--- src/rtl/core/crt_pkg.sv ---
// ----------------------------------------------------------------------------
// crt_pkg
// Shared constants, codes and types of the capability rights table.
// ----------------------------------------------------------------------------
package crt_pkg;

	// table geometry
	localparam int CAP_SLOTS  = 64;
	localparam int SLOT_W     = $clog2(CAP_SLOTS);
	localparam int COUNT_W    = $clog2(CAP_SLOTS + 1);
	localparam int INDEX_W    = 8;
	localparam int CMP_W      = (COUNT_W > INDEX_W) ? COUNT_W : INDEX_W;
	localparam int CMD_W      = 3;
	localparam int RIGHTS_W   = 3;
	localparam int STATUS_W   = 3;
	localparam int DATA_W     = 32;
	localparam int NEW_SLOT_W = 6;

	// rights bits: read, write, grant
	localparam logic [RIGHTS_W-1:0] RIGHTS_ALL  = 3'd7;
	localparam logic [RIGHTS_W-1:0] RIGHT_GRANT = 3'd4;

	typedef enum logic [CMD_W-1:0] {
		CMD_CREATE    = 3'd0,
		CMD_GRANT     = 3'd1,
		CMD_REVOKE    = 3'd2,
		CMD_CHECK     = 3'd3,
		CMD_CHECK_ANY = 3'd4
	} cmd_t;

	typedef enum logic [STATUS_W-1:0] {
		ST_OK        = 3'd0,
		ST_FULL      = 3'd1,
		ST_BAD_INDEX = 3'd2,
		ST_INVALID   = 3'd3,
		ST_NO_GRANT  = 3'd4
	} status_t;

	// one stored slot
	typedef struct packed {
		logic signed [DATA_W-1:0] object_ref;
		logic signed [DATA_W-1:0] badge;
		logic [RIGHTS_W-1:0]      rights;
	} crt_entry_t;

	// controller -> datapath
	typedef struct packed {
		logic capture;
		logic lookup;
		logic scan;
		logic commit;
	} crt_ctl_t;

	// datapath -> controller
	typedef struct packed {
		logic need_scan;
		logic scan_done;
		logic out_room;
	} crt_stat_t;

endpackage

--- src/rtl/core/crt_ctrl.sv ---
// ----------------------------------------------------------------------------
// crt_ctrl
// Sequencer of the capability rights table: capture, slot lookup, optional
// scan over used slots, then execute and hand the result to the output.
// ----------------------------------------------------------------------------
module crt_ctrl (
	input  logic                clk,
	input  logic                arst_n,
	input  logic                in_valid,
	output logic                in_ready,
	input  crt_pkg::crt_stat_t  stat,
	output crt_pkg::crt_ctl_t   ctl
);
	import crt_pkg::*;

	typedef enum logic [3:0] {
		S_IDLE   = 4'b0001,
		S_LOOKUP = 4'b0010,
		S_SCAN   = 4'b0100,
		S_EXEC   = 4'b1000
	} state_t;

	state_t state_q, state_d;

	// next state and commands
	always_comb begin
		state_d  = state_q;
		ctl      = '0;
		in_ready = (state_q == S_IDLE);
		unique case (state_q)
			S_IDLE: begin
				if (in_valid) begin
					ctl.capture = 1'b1;
					state_d     = S_LOOKUP;
				end
			end
			S_LOOKUP: begin
				ctl.lookup = 1'b1;
				state_d    = stat.need_scan ? S_SCAN : S_EXEC;
			end
			S_SCAN: begin
				ctl.scan = 1'b1;
				if (stat.scan_done) begin
					state_d = S_EXEC;
				end
			end
			S_EXEC: begin
				// wait for room in the output register
				if (stat.out_room) begin
					ctl.commit = 1'b1;
					state_d    = S_IDLE;
				end
			end
			default: begin
				state_d = S_IDLE;
			end
		endcase
	end

	always_ff @(posedge clk or negedge arst_n) begin
		if (!arst_n) begin
			state_q <= S_IDLE;
		end else begin
			state_q <= state_d;
		end
	end

endmodule

--- src/rtl/core/crt_dp.sv ---
// ----------------------------------------------------------------------------
// crt_dp
// Datapath of the capability rights table: request registers, slot memory,
// valid bits, fill count, scan counter and the output register.
// ----------------------------------------------------------------------------
module crt_dp (
	input  logic                                    clk,
	input  logic                                    arst_n,
	input  crt_pkg::crt_ctl_t                       ctl,
	output crt_pkg::crt_stat_t                      stat,
	input  logic [crt_pkg::CMD_W-1:0]               command,
	input  logic [crt_pkg::INDEX_W-1:0]             slot_index,
	input  logic signed [crt_pkg::DATA_W-1:0]       object_ref,
	input  logic [crt_pkg::RIGHTS_W-1:0]            rights_mask,
	input  logic signed [crt_pkg::DATA_W-1:0]       badge_value,
	output logic                                    out_valid,
	input  logic                                    out_ready,
	output logic [crt_pkg::STATUS_W-1:0]            status,
	output logic [crt_pkg::NEW_SLOT_W-1:0]          new_slot,
	output logic                                    allowed
);
	import crt_pkg::*;

	// request registers
	logic [CMD_W-1:0]         cmd_q;
	logic [INDEX_W-1:0]       index_q;
	logic signed [DATA_W-1:0] obj_q;
	logic [RIGHTS_W-1:0]      mask_q;
	logic signed [DATA_W-1:0] badge_q;

	// table state
	crt_entry_t               slot_mem [CAP_SLOTS];
	logic [CAP_SLOTS-1:0]     slot_valid_q;
	logic [COUNT_W-1:0]       count_q;

	// read port and scan
	crt_entry_t               rd_entry_s1;
	logic                     rd_valid_s1;
	logic                     issued_s1;
	logic [COUNT_W-1:0]       scan_idx_q;
	logic                     hit_q;

	// output register
	logic                     out_valid_q;
	status_t                  out_status_q;
	logic [NEW_SLOT_W-1:0]    out_new_q;
	logic                     out_allowed_q;

	logic                     rd_en;
	logic [SLOT_W-1:0]        rd_addr;
	logic                     scan_left;
	logic                     out_room;
	logic                     in_range;
	logic                     full;

	status_t                  res_status;
	logic [NEW_SLOT_W-1:0]    res_new;
	logic                     res_allowed;
	logic                     wr_en;
	logic [SLOT_W-1:0]        wr_addr;
	crt_entry_t               wr_entry;
	logic                     inc_count;
	logic                     clr_valid;

	// capture the request
	always_ff @(posedge clk) begin
		if (ctl.capture) begin
			cmd_q   <= command;
			index_q <= slot_index;
			obj_q   <= object_ref;
			mask_q  <= rights_mask;
			badge_q <= badge_value;
		end
	end

	// read address: the addressed slot at lookup, then slots in order while scanning
	assign scan_left = (scan_idx_q < count_q);
	assign rd_en     = ctl.lookup || (ctl.scan && scan_left);
	assign rd_addr   = ctl.lookup ? SLOT_W'(index_q) : scan_idx_q[SLOT_W-1:0];

	// slot memory: one write port, one registered read port
	always_ff @(posedge clk) begin
		if (wr_en) begin
			slot_mem[wr_addr] <= wr_entry;
		end
		if (rd_en) begin
			rd_entry_s1 <= slot_mem[rd_addr];
			rd_valid_s1 <= slot_valid_q[rd_addr];
		end
	end

	// scan control
	always_ff @(posedge clk or negedge arst_n) begin
		if (!arst_n) begin
			scan_idx_q <= '0;
			issued_s1  <= 1'b0;
			hit_q      <= 1'b0;
		end else if (ctl.lookup) begin
			scan_idx_q <= '0;
			issued_s1  <= 1'b0;
			hit_q      <= 1'b0;
		end else if (ctl.scan) begin
			issued_s1 <= scan_left;
			if (scan_left) begin
				scan_idx_q <= scan_idx_q + 1'b1;
			end
			if (issued_s1 && rd_valid_s1 && (|(rd_entry_s1.rights & mask_q))) begin
				hit_q <= 1'b1;
			end
		end
	end

	assign out_room       = !out_valid_q || out_ready;
	assign stat.out_room  = out_room;
	assign stat.scan_done = !scan_left && !issued_s1;
	assign stat.need_scan = (cmd_q == CMD_CHECK_ANY) && (count_q != '0) && (mask_q != '0);

	assign in_range = (CMP_W'(index_q) < CMP_W'(count_q));
	assign full     = (count_q == COUNT_W'(CAP_SLOTS));

	// command execution
	always_comb begin
		res_status  = ST_OK;
		res_new     = '0;
		res_allowed = 1'b0;
		wr_en       = 1'b0;
		wr_addr     = count_q[SLOT_W-1:0];
		wr_entry    = rd_entry_s1;
		inc_count   = 1'b0;
		clr_valid   = 1'b0;
		unique case (cmd_q)
			CMD_CREATE: begin
				if (full) begin
					res_status = ST_FULL;
				end else begin
					wr_en           = 1'b1;
					inc_count       = 1'b1;
					res_new         = NEW_SLOT_W'(count_q);
					wr_entry.object_ref = obj_q;
					wr_entry.badge      = badge_q;
					wr_entry.rights     = mask_q & RIGHTS_ALL;
				end
			end
			CMD_GRANT: begin
				if (!in_range) begin
					res_status = ST_BAD_INDEX;
				end else if (!rd_valid_s1) begin
					res_status = ST_INVALID;
				end else if ((rd_entry_s1.rights & RIGHT_GRANT) == '0) begin
					res_status = ST_NO_GRANT;
				end else if (full) begin
					res_status = ST_FULL;
				end else begin
					wr_en           = 1'b1;
					inc_count       = 1'b1;
					res_new         = NEW_SLOT_W'(count_q);
					wr_entry.rights = rd_entry_s1.rights & mask_q;
				end
			end
			CMD_REVOKE: begin
				if (!in_range) begin
					res_status = ST_BAD_INDEX;
				end else begin
					// object is kept, rights and badge cleared
					wr_en           = 1'b1;
					wr_addr         = SLOT_W'(index_q);
					wr_entry.badge  = '0;
					wr_entry.rights = '0;
					clr_valid       = 1'b1;
				end
			end
			CMD_CHECK: begin
				if (!in_range) begin
					res_status = ST_BAD_INDEX;
				end else if (!rd_valid_s1) begin
					res_status = ST_INVALID;
				end else begin
					res_allowed = |(rd_entry_s1.rights & mask_q);
				end
			end
			CMD_CHECK_ANY: begin
				// empty table or empty mask passes
				res_allowed = (count_q == '0) || (mask_q == '0) || hit_q;
			end
			default: begin
				res_status = ST_OK;
			end
		endcase
		if (!ctl.commit) begin
			wr_en     = 1'b0;
			inc_count = 1'b0;
			clr_valid = 1'b0;
		end
	end

	// valid bits and fill count
	always_ff @(posedge clk or negedge arst_n) begin
		if (!arst_n) begin
			slot_valid_q <= '0;
			count_q      <= '0;
		end else begin
			if (inc_count) begin
				slot_valid_q[count_q[SLOT_W-1:0]] <= 1'b1;
				count_q <= count_q + 1'b1;
			end
			if (clr_valid) begin
				slot_valid_q[SLOT_W'(index_q)] <= 1'b0;
			end
		end
	end

	// output register
	always_ff @(posedge clk or negedge arst_n) begin
		if (!arst_n) begin
			out_valid_q <= 1'b0;
		end else if (ctl.commit) begin
			out_valid_q <= 1'b1;
		end else if (out_ready) begin
			out_valid_q <= 1'b0;
		end
	end

	always_ff @(posedge clk) begin
		if (ctl.commit) begin
			out_status_q  <= res_status;
			out_new_q     <= res_new;
			out_allowed_q <= res_allowed;
		end
	end

	assign out_valid = out_valid_q;
	assign status    = out_status_q;
	assign new_slot  = out_new_q;
	assign allowed   = out_allowed_q;

	// checks
	a_count_bound: assert property (@(posedge clk) disable iff (!arst_n)
		count_q <= COUNT_W'(CAP_SLOTS))
		else $error("slot count beyond table size");

	a_commit_room: assert property (@(posedge clk) disable iff (!arst_n)
		ctl.commit |-> out_room)
		else $error("result committed over a pending result");

	a_append_count: assert property (@(posedge clk) disable iff (!arst_n)
		inc_count |=> count_q == COUNT_W'($past(count_q) + 1'b1))
		else $error("append did not advance the slot count");

	a_hit_in_scan: assert property (@(posedge clk) disable iff (!arst_n)
		$rose(hit_q) |-> $past(ctl.scan))
		else $error("scan hit set outside a scan");

	a_scan_bound: assert property (@(posedge clk) disable iff (!arst_n)
		scan_idx_q <= count_q)
		else $error("scan index past the used slots");

endmodule

--- src/rtl/core/capability_rights_table.sv ---
// ----------------------------------------------------------------------------
// capability_rights_table
// Append-only capability table with create, grant, revoke, check and
// check-any commands.
// ----------------------------------------------------------------------------
// Usage:
//   Input channel (in_valid/in_ready) takes one request: command, slot_index,
//   object_ref, rights_mask, badge_value. Output channel (out_valid/out_ready)
//   returns one result per request: status, new_slot, allowed.
//   in_ready is high only while the sequencer is idle; one request is in
//   work at a time.
//   A request goes through a lookup step for the registered slot memory read,
//   then an execute step.
//   Check-any with a non-empty table and a non-zero mask reads the used slots
//   one per cycle through the same memory port in a scan step before execute.
//   Results sit in an output register, so a new request is accepted while a
//   result still waits; a stalled receiver holds only the execute step.
//   Reset clears the slot count, all valid bits and the output valid; slot
//   memory contents are not cleared and need no clearing pass.
// ----------------------------------------------------------------------------
module capability_rights_table (
	input  logic                                    clk,
	input  logic                                    arst_n,
	input  logic                                    in_valid,
	output logic                                    in_ready,
	input  logic [crt_pkg::CMD_W-1:0]               command,
	input  logic [crt_pkg::INDEX_W-1:0]             slot_index,
	input  logic signed [crt_pkg::DATA_W-1:0]       object_ref,
	input  logic [crt_pkg::RIGHTS_W-1:0]            rights_mask,
	input  logic signed [crt_pkg::DATA_W-1:0]       badge_value,
	output logic                                    out_valid,
	input  logic                                    out_ready,
	output logic [crt_pkg::STATUS_W-1:0]            status,
	output logic [crt_pkg::NEW_SLOT_W-1:0]          new_slot,
	output logic                                    allowed
);
	import crt_pkg::*;

	crt_ctl_t  ctl;
	crt_stat_t stat;

	// sequencer
	crt_ctrl u_ctrl (
		.clk      (clk),
		.arst_n   (arst_n),
		.in_valid (in_valid),
		.in_ready (in_ready),
		.stat     (stat),
		.ctl      (ctl)
	);

	// table and result path
	crt_dp u_dp (
		.clk         (clk),
		.arst_n      (arst_n),
		.ctl         (ctl),
		.stat        (stat),
		.command     (command),
		.slot_index  (slot_index),
		.object_ref  (object_ref),
		.rights_mask (rights_mask),
		.badge_value (badge_value),
		.out_valid   (out_valid),
		.out_ready   (out_ready),
		.status      (status),
		.new_slot    (new_slot),
		.allowed     (allowed)
	);

endmodule

--- config.mk ---
export PLATFORM = sky130hd
export DESIGN_NAME = capability_rights_table
export DESIGN_NICKNAME = d
export VERILOG_FILES = /design/src/rtl/core/crt_pkg.sv /design/src/rtl/core/crt_ctrl.sv /design/src/rtl/core/crt_dp.sv /design/src/rtl/core/capability_rights_table.sv
export SDC_FILE = /design/constraint.sdc
export NUM_CORES = 1
export LEC_CHECK = 0
export BUFFER_PORTS_ARGS = -buffer_cell sky130_fd_sc_hd__buf_4
export CAP_MARGIN = 20
export CORE_ASPECT_RATIO = 0.5
export CORE_UTILIZATION = 35
export CTS_CLUSTER_DIAMETER = 100
export DETAILED_ROUTE_END_ITERATION = 8
export GPL_TIMING_DRIVEN = 0
export PLACE_DENSITY_LB_ADDON = 0.08
export SLEW_MARGIN = 10
export SYNTH_ARGS = -nofsm -noshare
export SYNTH_HDL_FRONTEND = slang
export SYNTH_MEMORY_MAX_BITS = 65536
export SYNTH_SLANG_ARGS = --single-unit
export TNS_END_PERCENT = 1
--- constraint.sdc ---
create_clock -name clk -period 4.9 [get_ports clk]
set_input_delay 0.49 -clock clk [delete_from_list [all_inputs] [get_ports clk]]
set_output_delay 0.49 -clock clk [all_outputs]
set_load 0.005 [all_outputs]
* Yosys cells after proc, flatten, opt, wreduce, memory -nomap -nowiden
Memories as Yosys holds them, arrays and structs flattened. A register that Yosys moved wholly into a read port is not among the register bits. Cells that the tools add are included.
Word-level totals: register bits 174, memory bits (writable) 4288, input port bits 82, output and inout bits 12, word-level logic and storage cells 141, memories kept 1
Memory list:
- u_dp.slot_mem | depth 64, bits a word 67, rd ports 1, clocked after memory_dff 1, wr ports 1, line crt_dp.sv:32 | crt_entry_t slot_mem [CAP_SLOTS];
Cells by class: add/subtract/negate cells 2, magnitude comparators 7, equal/unequal tests 12, multiplexer cells 70, bitwise operators 4, reductions and logical operators 29
Operator list (number):
- 2-to-1 mux 64 bit | 2
- 2-to-1 mux 67 bit | 1
- AND 64 bit | 1
- NOT 64 bit | 1
- OR 64 bit | 1
- case mux 32 bit (2 select lines) | 1
- 2-to-1 mux 6 bit | 7
- 2-to-1 mux 35 bit | 1
- 2-to-1 mux 32 bit | 1
- 2-to-1 mux 1 bit | 30
- 2-to-1 mux 3 bit | 8
- < comparator 6 x 7 -> 1 bit (second input constant) | 3
- 2-to-1 mux 7 bit | 3
- 2-to-1 mux 4 bit | 4
- case mux 4 bit (4 select lines) | 1
- adder 7 x 1 -> 7 bit (second input constant) | 2
- demux 1 bit (select 6 bit) | 2
- greater-or-equal comparator 6 x 1 -> 1 bit (second input constant) | 2
- case mux 3 bit (4 select lines) | 1
- case mux 6 bit (2 select lines) | 1
- logical NOT 3 bit | 3
- case mux 3 bit (3 select lines) | 1
- logical AND 1 bit | 8
- < comparator 8 x 7 -> 1 bit | 1
- 25 further kinds | 38

* Longest topological paths before layout
Gate-level depths: netlist of the first run.
depth in word-level cells 10, gate-level depth with buffers 11

* Cells and area by module
From an unflattened synthesis of the first run, not the netlist that was laid out.
Second synthesis, totals: cell total of the unflattened synthesis 1447, area, all modules 15222.1 um^2
By module, submodules not included:
- crt_dp | instances 1, cells each 1421, area an instance 14968.1 um^2, sequential area each 8633.3 um^2
- crt_ctrl | instances 1, cells each 26, area an instance 254.0 um^2, sequential area each 101.3 um^2

* Worst setup path after synthesis of the first run
No wires, ideal clock.
path type reg2reg, start point register u_dp.count_q[0], end point memory u_dp.slot_mem[0][0] (netlist bit), data pin, setup time 0.729 ns, arrival 4.550 ns, required time 4.171 ns, slack -0.380 ns, stages on the path, launching flop included 11, cells stage by stage dfrtp_1 -> clkbuf_1 -> inv_1 -> clkbuf_1 -> clkbuf_1 -> ha_1 -> nand3_1 -> nor2_1 -> nor3_1 -> a21oi_1 -> o32ai_1
RTL lines:
- from (decl) | line crt_dp.sv:34 | logic [COUNT_W-1:0] count_q;
- from (signal assigned) | line crt_dp.sv:204 | count_q <= count_q + 1'b1;
- to (decl) | line crt_dp.sv:32

* Final worst setup path of the first run
start point register u_dp.count_q[0], end point memory u_dp.slot_mem[57][1] (netlist bit), enable pin
Between the ends: word-level cells in the longest chain between the ends 9, elaborated cells on any way between the ends 13, those cells by class order compare (1); eq/ne (1); mux (11)
Ends and longest elaborated chain:
- == test 7 bit | line crt_dp.sv:119 | assign full = (count_q == COUNT_W'(CAP_SLOTS));
- 2-to-1 mux 1 bit | line crt_dp.sv:133, crt_dp.sv:151
- 2-to-1 mux 1 bit | line crt_dp.sv:149 | end else if ((rd_entry_s1.rights & RIGHT_GRANT) == '0) begin
- 2-to-1 mux 1 bit | line crt_dp.sv:147 | end else if (!rd_valid_s1) begin
- 2-to-1 mux 1 bit | line crt_dp.sv:145 | if (!in_range) begin
- case mux 1 bit (3 select lines) | line crt_dp.sv:131 | unique case (cmd_q)
- 2-to-1 mux 1 bit | line crt_dp.sv:189 | if (!ctl.commit) begin
- 2-to-1 mux 1 bit | line crt_dp.sv:83 | if (wr_en) begin
- 2-to-1 mux 1 bit (not written as such) | line crt_dp.sv:84 | slot_mem[wr_addr] <= wr_entry;
Parallel ways exist; a longest one is shown, timed or not.

==> impl_table.tex, run 1 <==
\begin{tabular}{lr}
\hline
Metric & Value \\
\hline
\multicolumn{2}{l}{\textbf{Run status}} \\
\quad Result of the run & completed \\
\multicolumn{2}{l}{\textbf{Synth}} \\
\quad Count of cell types in the netlist & between 60 and 70 \\
\quad Post-synthesis sequential area ratio & between 60\% and 70\% \\
\quad Share of synthesized flip-flops with an asynchronous set or reset & $\sim$28\% \\
\quad Number of enable flip-flop cells after synthesis & 220 \\
\quad Cell accounting for the most synthesized area & edfxtp\_1 \\
\quad Fraction of post-synthesis cell area in the top cell type by area & between 40\% and 50\% \\
\quad Syn Std Cell Area & 14000 sq um \\
\quad Mean Syn Cell Area & between 10 and 15 sq um \\
\quad Most area-consuming cells after synthesis & edfxtp\_1 (47\%), dfrtp\_1 (15\%), nand2\_1 (4.2\%) \\
\quad Cell count after synthesis & approximately 1200 \\
\quad Synth warn & 0 \\
\quad Post-synthesis register bit count & approximately 300 \\
\quad Flip-flop cell with the highest count after synthesis & edfxtp\_1 \\
\quad Post-Syn Nets & approximately 1300 \\
\multicolumn{2}{l}{\textbf{Cells and area}} \\
\quad Share of final-layout standard cells stronger than drive strength 1 & about 13\% \\
\quad Non-filler cells, final & 1785 \\
\quad Number of antenna repair diodes & 0 \\
\quad Net total in the final layout & around 1300 \\
\quad Area added between synthesis and finish & 15.2\% \\
\quad Number of inserted filler cells in the final layout & approximately 3700 \\
\multicolumn{2}{l}{\textbf{Routing}} \\
\quad Post-DRT Antenna Nets & 0 \\
\quad Total via count in the routed design & between 10000 and 15000 \\
\quad Wirelength, routed & roughly 46000 um \\
\quad Via density per instance & slightly below 6 \\
\quad Initial DRT Pass Iterations & 5 \\
\quad Iteration-0 DRC count of the detailed router & between 900 and 1000 \\
\quad DRC Markers & 0 \\
\quad Drt wl/cell & $\sim$26 um \\
\multicolumn{2}{l}{\textbf{CTS}} \\
\quad H-tree depth & 1 \\
\quad Clock Latency Late Sink & 590 ps \\
\quad Root buffer cell & clkbuf\_16 \\
\quad Maximum buffer depth of the clock tree & 3 \\
\quad CTS tree & built \\
\quad Number of buffers created by CTS & 29 \\
\quad Clock slew seen by the registers of the worst setup and hold paths & 70 ps \\
\quad Total clock sinks & 305 \\
\multicolumn{2}{l}{\textbf{Floorplan}} \\
\quad Area of the die & between 40000 and 50000 sq um \\
\quad Count of pins on the block boundary & 94 \\
\quad Starting Density & 35.7\% \\
\quad Std-Cell Core Area & between 30000 and 40000 sq um \\
\quad Cell row count & a little over 50 \\
\quad DIE WIDTH & $\sim$280 um \\
\quad Die height & $\sim$140 um \\
\multicolumn{2}{l}{\textbf{Global route}} \\
\quad Maximum number of pins on one net before global-route repair & 65 \\
\quad Total GRT Usage & 22.7\% \\
\quad Residual overflow from global routing & 0 \\
\quad Number of antenna violations at the first check in global routing & 1 \\
\quad Wire length of the first global-routing pass & slightly below 70000 um \\
\quad Vias in the first global route & just over 10000 \\
\multicolumn{2}{l}{\textbf{STA}} \\
\quad Number of failing setup endpoints in the final timing report & 0 \\
\quad Worst Max-Slew Pin Slew & $\sim$1200 ps \\
\quad Worst hold margin & around 64 ps \\
\quad Total negative slack for setup checks & 0 ps \\
\quad Achievable clock frequency & 222 MHz \\
\quad Min cycle time layout & 4510 ps \\
\quad Max Transition Viols Final & 0 \\
\quad Skew final & between 9 and 10 ps \\
\quad Unrepaired setup endpoints after global routing & no \\
\quad Worst relative slew slack & 22.4\% \\
\quad Number of hold-slack violations in the final timing report & 0 \\
\quad Share of the clock period used by the worst path after layout & 92.0\% \\
\multicolumn{2}{l}{\textbf{Min path}} \\
\quad Hold/Removal Path Class & in -> reg \\
\quad Hold path startpoint & in\_valid \\
\multicolumn{2}{l}{\textbf{Placement}} \\
\quad Placed cells & about 1700 \\
\quad Count of input and output buffers & 29 \\
\quad RePlAce Congestion & a little over 0.9 \\
\quad Post-DP HPWL & approximately 33000 um \\
\multicolumn{2}{l}{\textbf{Power and ir drop}} \\
\quad Cell Int Power & 4650 uW \\
\quad Share of power burned in the clock network & a little over a third \\
\quad Overall Power & around 6700 uW \\
\quad Part of the total power dissipated in combinational logic & 19.9\% \\
\quad Sequential share of power & 45.4\% \\
\quad P\_sw & $\sim$2000 uW \\
\quad Pleak & approximately 0.0056 uW \\
\quad Power per cell area & around 410 nW/um\^{}2 \\
\quad Sw frac & $\sim$30\% \\
\quad Worst voltage drop across the vdd grid & about 250 uV \\
\multicolumn{2}{l}{\textbf{Critical path}} \\
\quad Endpoint required time on the critical path & roughly 5100 ps \\
\quad Peak fanout along the critical path & 10 \\
\quad Worst reg2reg path startpoint & u\_dp.count\_q[0] \\
\quad Crit. End Element & register \\
\quad Crit start category & register \\
\quad Worst Setup Path Type & reg -> reg \\
\quad Critical Path Start & u\_dp.count\_q[0] \\
\quad Arr. time, crit path & about 4700 ps \\
\multicolumn{2}{l}{\textbf{Job}} \\
\quad Max-cap check violation count & 0 \\
\hline
\end{tabular}
metrics by stage:
step                setup WS (ps)  util [%]  cell area, sq um
finish                        392      41.1             16100
global route                  143      41.1             16100
CTS                           178      41.0             16000
detailed placement            194      38.6             15100
global placement            -6030      37.9             14800
floorplan                    -380         -             14000
cell usage after synthesis, types with 3 or more instances:
library cell,count
a211o_1,6
a22oi_1,16
nor4b_1,5
dfrtp_1,84
nor4_1,6
o21ai_0,7
buf_2,21
edfxtp_1,220
ha_1,15
mux4_2,19
inv_1,23
a31oi_1,52
nand4_1,10
nand3_1,47
nor2b_1,5
xnor2_1,6
a21o_1,9
a21oi_1,105
clkbuf_1,45
o211a_1,4
buf_4,3
o32ai_1,3
nor2_1,45
mux2_2,4
o21ai_1,5
mux2i_1,28
nor3_1,91
buf_1,4
nand2_1,155
and2_1,6
a211oi_1,13
a32oi_1,26
nand2b_1,9
a2111oi_0,3
and3_1,13
a41oi_1,12
flip-flops by register name (all words and copies together) (netlist names), 4 cells and up:
name,cells
u_ctrl.state_q,4
u_dp.count_q,7
u_dp.index_q,8
u_dp.new_slot,6
u_dp.scan_idx_q,7
u_dp.slot_mem,192
u_dp.slot_valid_q,64
layout by cell type, fill, tap and decap left out, types with 12 or more instances in the layout:
cell	instances
edfxtp_1	220
nand2_1	155
a21oi_1	105
nor3_1	88
dfrtp_1	84
a31oi_1	51
nand3_1	47
clkbuf_1	46
nor2_1	45
buf_4	34
clkbuf_16	29
mux2i_1	28
a32oi_1	26
buf_2	24
inv_1	23
mux4_2	19
a22oi_1	16
ha_1	15
and3_1	13
a211oi_1	13
a41oi_1	12
cell type report:
class                   instances  area, sq um  area share [%]
clock inverters                20          209            1.30
repair buffers                 45          438            2.72
flip-flops and latches        305         8730            54.3
clock buffers                  32          737            4.58
plain buffers                  78          372            2.31
multi-input cells             752         4840            30.1
well taps                     530          663            4.12
inverters                      23         86.3           0.537
critical path: stages, from the launching register on:
cell and delay (ps):
dfrtp_1 400, clkbuf_1 480, inv_1 180, clkbuf_1 370
clkbuf_2 390, ha_1 300, nand3_1 170, nor2_1 170
a2111oi_4 460, a32oi_2 380, buf_2 330, nor3_1 500
per-layer routing:
layer	track usage (%)	vias to the layer above	part of all wire [%]
met5	0	-	0
met4	5.18	0	2.1
met3	5.14	64	7.8
met2	34.1	406	43
met1	33.2	5311	47
li1	-	4610	-
kinds of logic after synthesis:
| logic type | after synthesis | synth area share, % |
|---|---|---|
| AO/OA/AOI/OAI | 279 | 13.4 |
| XOR/XNOR | 6 | 0.377 |
| adder cells (fa/ha/maj) | 15 | 1.35 |
| buffers and inverters | 101 | 3.26 |
| flip-flops | 305 | 62.6 |
| multiplexers | 53 | 5.75 |
| AND/OR/NAND/NOR | 399 | 13.2 |
worst paths after layout:
check | cells past startpoint | slack [ps] | to
max in group asynchronous | 3 | 3890 | u_dp.slot_valid_q[21]
min in group asynchronous | 2 | 360 | u_dp.count_q[2]
worst max register to register | 11 | 390 | u_dp.slot_mem[57][1]
worst max-delay path | 11 | 390 | u_dp.slot_mem[57][1]
worst min register to register | 2 | 510 | u_dp.hit_q
worst min-delay path | 2 | 60 | u_ctrl.state_q[0]
timing repair:
action | 4_1_cts | 5_1_grt
resized for setup | 0 | 3
setup buffers | 0 | 0
hold endpoints to repair | 22 | 0
hold buffers | 1 | 0
endpoints found under the setup margin | 0 | 30
power by group through the flow:
stage	Sequential, uW	Combinational, uW	Clock (uW)
2_1_floorplan	3070	722	0
3_3_place_gp	3110	1220	0
3_5_place_dp	3080	1310	0
4_1_cts	3030	1310	2350
5_1_grt	3030	1420	2440
6_report	3030	1320	2310
Note: power is estimated with default switching activity, not from simulation.
==> inputs of run 2 (changes only) <==
HOLD_SLACK_MARGIN = 0.08   (was default)
==> impl_table.tex, run 2 (synthesized netlist as in run 1, its figures left out) <==
\begin{tabular}{lr}
\hline
Metric & Value \\
\hline
\multicolumn{2}{l}{\textbf{Run status}} \\
\quad Result of the run & completed (unchanged) \\
\multicolumn{2}{l}{\textbf{STA}} \\
\quad Max Transition Viols Final & 0 (unchanged) \\
\quad Unrepaired setup endpoints after global routing & no (unchanged) \\
\quad Min cycle time layout & 4500 ps (was 4510 ps) \\
\quad Skew final & 10.1 ps (was 9.99 ps) \\
\quad Number of failing setup endpoints in the final timing report & 0 (unchanged) \\
\quad Worst relative slew slack & 22.8\% (was 22.4\%) \\
\quad Worst Max-Slew Pin Slew & 1150 ps (about the same) \\
\quad Achievable clock frequency & 222 MHz (about the same) \\
\quad Share of the clock period used by the worst path after layout & 91.8\% (was 92.0\%) \\
\quad Number of hold-slack violations in the final timing report & 0 (unchanged) \\
\multicolumn{2}{l}{\textbf{Critical path}} \\
\quad Flop-to-flop setup slack & 400 ps (was 390 ps) \\
\quad Crit. End Element & register (unchanged) \\
\quad Arr. time, crit path & 4720 ps (was 4730 ps) \\
\quad Endpoint required time on the critical path & 5120 ps (about the same) \\
\quad Peak fanout along the critical path & 10 (unchanged) \\
\quad Worst Setup Path Type & reg -> reg (unchanged) \\
\quad Crit start category & register (unchanged) \\
\multicolumn{2}{l}{\textbf{Power and ir drop}} \\
\quad Power per cell area & 411 nW/um\^{}2 (was 415 nW/um\^{}2) \\
\quad Pleak & 0.00570 uW (was 0.00564 uW) \\
\quad Worst voltage drop across the vdd grid & 253 uV (was 252 uV) \\
\multicolumn{2}{l}{\textbf{Cells and area}} \\
\quad Final design area excluding fillers & 16200 sq um (was 16100 sq um) \\
\quad Number of antenna repair diodes & 0 (unchanged) \\
\quad Leading registers by flop count & u\_dp.slot\_mem (192), u\_dp.slot\_valid\_q (64), u\_dp.index\_q (8) (unchanged) \\
\quad Share of final-layout standard cells stronger than drive strength 1 & 12.5\% (was 12.7\%) \\
\quad Net total in the final layout & 1346 (was 1331) \\
\quad Area added between synthesis and finish & 16.3\% (was 15.2\%) \\
\quad Non-filler cells, final & 1800 (was 1785) \\
\quad Top library cells by usage in the layout, fill and taps aside & edfxtp\_1 (220), nand2\_1 (155), a21oi\_1 (105), nor3\_1 (88), dfrtp\_1 (84) (unchanged) \\
\quad Register bank with the most flops & u\_dp.slot\_mem (unchanged) \\
\quad Most common cell after layout, fill and taps aside & edfxtp\_1 (unchanged) \\
\quad Flip-flop count of the largest register, all copies and words added & 192 (unchanged) \\
\multicolumn{2}{l}{\textbf{Routing}} \\
\quad Wirelength, routed & 46100 um (was 46000 um) \\
\quad Via density per instance & 5.82 (about the same) \\
\quad DRC Markers & 0 (unchanged) \\
\quad Initial DRT Pass Iterations & 6 (was 5) \\
\quad Total via count in the routed design & 10483 (was 10391) \\
\quad Drt wl/cell & 25.6 um (was 25.8 um) \\
\quad Post-DRT Antenna Nets & 0 (unchanged) \\
\quad Iteration-0 DRC count of the detailed router & 916 (was 929) \\
\multicolumn{2}{l}{\textbf{CTS}} \\
\quad Total clock sinks & 305 (unchanged) \\
\quad CTS tree & built (unchanged) \\
\quad Count of buffers added by post-CTS timing repair for setup & 0 (unchanged) \\
\quad Clock Latency Late Sink & 590 ps (about the same) \\
\quad Clock slew seen by the registers of the worst setup and hold paths & 70 ps (about the same) \\
\quad Maximum buffer depth of the clock tree & 3 (unchanged) \\
\quad H-tree depth & 1 (unchanged) \\
\quad Root buffer cell & clkbuf\_16 (unchanged) \\
\quad Number of buffers created by CTS & 29 (unchanged) \\
\multicolumn{2}{l}{\textbf{Placement}} \\
\quad Post-DP HPWL & 32900 um (unchanged) \\
\quad Placed cell areas & 15100 sq um (unchanged) \\
\quad RePlAce Congestion & 0.911 (unchanged) \\
\quad Count of input and output buffers & 29 (unchanged) \\
\quad Placed cells & 1728 (unchanged) \\
\multicolumn{2}{l}{\textbf{Floorplan}} \\
\quad Std-Cell Core Area & 39100 sq um (unchanged) \\
\quad Die height & 143 um (unchanged) \\
\quad Starting Density & 35.7\% (unchanged) \\
\quad DIE WIDTH & 284 um (unchanged) \\
\quad Area of the die & 40700 sq um (unchanged) \\
\quad Count of pins on the block boundary & 94 (unchanged) \\
\quad Cell row count & 51 (unchanged) \\
\multicolumn{2}{l}{\textbf{Global route}} \\
\quad Total GRT Usage & 22.8\% (was 22.7\%) \\
\quad Number of antenna violations at the first check in global routing & 1 (unchanged) \\
\quad Wire length of the first global-routing pass & 68400 um (was 68300 um) \\
\quad Residual overflow from global routing & 0 (unchanged) \\
\quad Maximum number of pins on one net before global-route repair & 65 (unchanged) \\
\quad Vias in the first global route & 10318 (was 10274) \\
\multicolumn{2}{l}{\textbf{Job}} \\
\quad Max-cap check violation count & 0 (unchanged) \\
\multicolumn{2}{l}{\textbf{Min path}} \\
\quad Hold/Removal Path Class & in -> reg (unchanged) \\
\hline
\end{tabular}
run 2: changes by cell type in the layout (fill, tap and decap cells not counted):
cell / before / now
dlygate4sd3_1: 1 / 16
run 2: final timing paths:
path | from | to | cells after the start
worst max-delay path | u_dp.count_q[0] | u_dp.slot_mem[57][1] | 11
worst max register to register | u_dp.count_q[0] | u_dp.slot_mem[57][1] | 11
worst min-delay path | out_ready | u_dp.out_valid | 3
worst min register to register | u_dp.hit_q | u_dp.hit_q | 2
min in group asynchronous | arst_n | u_dp.count_q[2] | 2
max in group asynchronous | arst_n | u_dp.slot_valid_q[21] | 3
run 2: critical path, cell delays in order, from the launching register on:
cell	delay (ps)
dfrtp_1	410
clkbuf_1	470
inv_1	180
clkbuf_1	370
clkbuf_2	380
ha_1	290
nand3_1	170
nor2_1	170
a2111oi_4	470
a32oi_2	380
buf_2	330
nor3_1	500
run 2: metal layers:
layer | track usage (%) | share of wire (%) | vias up
met5 | 0 | 0 | -
met4 | 5.18 | 2.0 | 0
met3 | 5.10 | 8.1 | 61
met2 | 34.2 | 43 | 417
met1 | 33.3 | 47 | 5366
li1 | - | - | 4639
run 2: stage by stage:
stage                     utilization [%]  setup slack (ps)  power (uW)  hold slack (ps)  setup TNS (ps)
after floorplan                         -              -380        3790              194          -24290
after global placement               37.9             -6030        4330              491         -592820
after detailed placement             38.6               194        4390              438               0
after CTS                            41.4               178        6700              169               0
after global routing                 41.5               143        6900              208               0
final                                41.5               403        6670              187               0
run 2: report_power, final:
group,switching [uW],internal [uW]
sequential,56.6,2970
combinational,936,398
clock,1020,1290
run 2: final cells by class:
type	instances	area [sq um]
clock inverters	20	209
well taps	530	663
multi-input cells	752	4840
fillers	3662	22900
plain buffers	78	372
repair buffers	60	588
flip-flops and latches	305	8730
inverters	23	86.3
clock buffers	32	737
run 2: what timing repair did:
item | 4_1_cts | 5_1_grt
endpoints found under the hold margin | 37 | 0
resized for setup | 0 | 3
hold buffers | 16 | 0
endpoints found under the setup margin | 0 | 30
==> inputs of run 3 (changes only) <==
CORE_ASPECT_RATIO = default   (was 0.5)
HOLD_SLACK_MARGIN = default   (was 0.08)
==> impl_table.tex, run 3 (synthesized netlist as in run 1, its figures left out) <==
\begin{tabular}{lr}
\hline
Metric & Value \\
\hline
\multicolumn{2}{l}{\textbf{Floorplan}} \\
\quad DIE WIDTH & 202 um (was 284 um) \\
\quad Count of pins on the block boundary & 94 (unchanged) \\
\quad Starting Density & 35.8\% (was 35.7\%) \\
\quad Cell row count & 72 (was 51) \\
\quad Die height & 202 um (was 143 um) \\
\quad Std-Cell Core Area & 39000 sq um (was 39100 sq um) \\
\quad Area of the die & 40700 sq um (about the same) \\
\multicolumn{2}{l}{\textbf{STA}} \\
\quad Max Transition Viols Final & 0 (unchanged) \\
\quad Number of hold-slack violations in the final timing report & 0 (unchanged) \\
\quad Number of failing setup endpoints in the final timing report & 0 (unchanged) \\
\quad Achievable clock frequency & 221 MHz (was 222 MHz) \\
\quad Worst Max-Slew Pin Slew & 1200 ps (was 1150 ps) \\
\quad Min cycle time layout & 4520 ps (was 4500 ps) \\
\quad Share of the clock period used by the worst path after layout & 92.2\% (was 91.8\%) \\
\quad Worst relative slew slack & 19.6\% (was 22.8\%) \\
\quad Worst hold margin & 90.2 ps (was 187 ps) \\
\quad Unrepaired setup endpoints after global routing & no (unchanged) \\
\quad Skew final & 12.2 ps (was 10.1 ps) \\
\multicolumn{2}{l}{\textbf{CTS}} \\
\quad Clock slew seen by the registers of the worst setup and hold paths & 60 ps (was 70 ps) \\
\quad Maximum buffer depth of the clock tree & 3 (unchanged) \\
\quad Clock Latency Late Sink & 550 ps (was 590 ps) \\
\quad Total clock sinks & 305 (unchanged) \\
\quad H-tree depth & 2 (was 1) \\
\quad Root buffer cell & clkbuf\_16 (unchanged) \\
\quad CTS tree & built (unchanged) \\
\quad Number of buffers created by CTS & 36 (was 29) \\
\quad Resized cells post-CTS & 0 (unchanged) \\
\multicolumn{2}{l}{\textbf{Power and ir drop}} \\
\quad Power per cell area & 423 nW/um\^{}2 (was 411 nW/um\^{}2) \\
\quad Share of power burned in the clock network & 37.0\% (was 34.7\%) \\
\quad Cell Int Power & 4830 uW (was 4660 uW) \\
\quad P\_sw & 2030 uW (was 2010 uW) \\
\quad Part of the total power dissipated in combinational logic & 18.8\% (was 20.0\%) \\
\quad Sw frac & 29.6\% (was 30.2\%) \\
\quad Pleak & 0.00570 uW (about the same) \\
\quad Worst voltage drop across the vdd grid & 221 uV (was 253 uV) \\
\quad Sequential share of power & 44.3\% (was 45.4\%) \\
\multicolumn{2}{l}{\textbf{Global route}} \\
\quad Number of antenna violations at the first check in global routing & 0 (was 1) \\
\quad Vias in the first global route & 10263 (was 10318) \\
\quad Wire length of the first global-routing pass & 67600 um (was 68400 um) \\
\quad Residual overflow from global routing & 0 (unchanged) \\
\quad Maximum number of pins on one net before global-route repair & 65 (unchanged) \\
\quad Total GRT Usage & 22.5\% (was 22.8\%) \\
\multicolumn{2}{l}{\textbf{Routing}} \\
\quad Initial DRT Pass Iterations & 5 (was 6) \\
\quad Via density per instance & 5.74 (was 5.82) \\
\quad Iteration-0 DRC count of the detailed router & 883 (was 916) \\
\quad Post-DRT Antenna Nets & 0 (unchanged) \\
\quad DRC Markers & 0 (unchanged) \\
\quad Total via count in the routed design & 10249 (was 10483) \\
\quad Drt wl/cell & 25.3 um (was 25.6 um) \\
\quad Wirelength, routed & 45200 um (was 46100 um) \\
\multicolumn{2}{l}{\textbf{Cells and area}} \\
\quad Most common cell after layout, fill and taps aside & edfxtp\_1 (unchanged) \\
\quad Number of antenna repair diodes & 0 (unchanged) \\
\quad Net total in the final layout & 1338 (was 1346) \\
\quad Leading registers by flop count & u\_dp.slot\_mem (192), u\_dp.slot\_valid\_q (64), u\_dp.index\_q (8) (unchanged) \\
\quad End-of-flow core utilization & 41.5\% (about the same) \\
\quad Register bank with the most flops & u\_dp.slot\_mem (unchanged) \\
\quad Flip-flop count of the largest register, all copies and words added & 192 (unchanged) \\
\quad Area added between synthesis and finish & 16.1\% (was 16.3\%) \\
\quad Share of final-layout standard cells stronger than drive strength 1 & 12.8\% (was 12.5\%) \\
\quad Top library cells by usage in the layout, fill and taps aside & edfxtp\_1 (220), nand2\_1 (155), a21oi\_1 (105), nor3\_1 (87), dfrtp\_1 (84) (was edfxtp\_1 (220), nand2\_1 (155), a21oi\_1 (105), nor3\_1 (88), dfrtp\_1 (84)) \\
\multicolumn{2}{l}{\textbf{Critical path}} \\
\quad Peak fanout along the critical path & 10 (unchanged) \\
\quad Crit start category & register (unchanged) \\
\quad Worst Setup Path Type & reg -> reg (unchanged) \\
\quad Crit. End Element & register (unchanged) \\
\quad Endpoint required time on the critical path & 5140 ps (was 5120 ps) \\
\quad Arr. time, crit path & 4760 ps (was 4720 ps) \\
\multicolumn{2}{l}{\textbf{Run status}} \\
\quad Result of the run & completed (unchanged) \\
\multicolumn{2}{l}{\textbf{Job}} \\
\quad Max-cap check violation count & 0 (unchanged) \\
\multicolumn{2}{l}{\textbf{Min path}} \\
\quad Hold/Removal Path Class & in -> reg (unchanged) \\
\multicolumn{2}{l}{\textbf{Placement}} \\
\quad Count of input and output buffers & 29 (unchanged) \\
\quad Post-DP HPWL & 31800 um (was 32900 um) \\
\quad RePlAce Congestion & 0.863 (was 0.911) \\
\hline
\end{tabular}
## run 3: changes by cell type in the layout (fill, tap and decap cells not counted), moves of 3 or more
| cell | delta |
|---|---|
| dlygate4sd3_1 | -15 |
| clkbuf_1 | +10 |
| clkbuf_16 | +7 |
| clkbuf_8 | +4 |
| buf_4 | +3 |
| bufinv_16 | -3 |
## run 3: cell type report
type | instances | area, sq um
Buffer | 78 | 369
Clock buffer | 51 | 997
Clock inverter | 13 | 100
Fill cell | 3683 | 22800
Inverter | 23 | 86.3
Multi-Input combinational cell | 752 | 4830
Sequential cell | 305 | 8730
Tap cell | 518 | 648
Timing Repair Buffer | 45 | 433
## run 3: worst max-delay path, stage by stage (launching register included)
cell	delay [ps]
dfrtp_1	440
clkbuf_1	330
inv_1	210
clkbuf_1	510
clkbuf_1	580
ha_1	270
nand3_1	130
nor2_1	410
a2111oi_4	130
a31oi_2	600
buf_2	410
nor3_1	170
## run 3: through the flow
| step | total power [uW] | setup TNS [ps] | setup WS [ps] | area [sq um] | instances |
|---|---|---|---|---|---|
| 2_1_floorplan | 3790 | -24290 | -380 | 14000 | 1158 |
| 3_3_place_gp | 4320 | -555750 | -5870 | 14800 | 1705 |
| 3_5_place_dp | 4370 | 0 | 491 | 15100 | 1720 |
| 4_1_cts | 6920 | 0 | 473 | 16200 | 1785 |
| 5_1_grt | 7110 | 0 | 173 | 16200 | 1785 |
| 6_report | 6860 | 0 | 384 | 16200 | 1785 |
## run 3: path summary, 6_finish.rpt
path	start	end	slack, ps	cells past startpoint
min in group asynchronous	arst_n	u_ctrl.state_q[1]	440	2
worst max register to register	u_dp.count_q[0]	u_dp.slot_mem[10][0]	380	11
worst min register to register	u_dp.hit_q	u_dp.hit_q	500	2
worst max-delay path	u_dp.count_q[0]	u_dp.slot_mem[10][0]	380	11
worst min-delay path	in_valid	u_ctrl.state_q[0]	90	2
max in group asynchronous	arst_n	u_dp.slot_valid_q[56]	3800	3
## run 3: power groups by stage
stage	clock network (uW)	registers, uW	logic [uW]
floorplan	0	3070	722
global placement	0	3120	1200
detailed placement	0	3080	1280
CTS	2590	3030	1290
global route	2680	3040	1380
finish	2530	3040	1290
## run 3: what timing repair did
item	in CTS	in global routing
setup buffers	0	0
hold buffers	1	0
hold endpoints to repair	28	0
## run 3: per-layer routing
layer,vias to the layer above,wire length [um],global-route usage [%],share of wire [%]
met4,0,1380,8.52,3.1
li1,4629,-,-,-
met5,-,0,0,0
met1,5148,20200,31.8,45
met2,395,20700,35.0,46
met3,77,2900,3.16,6.4
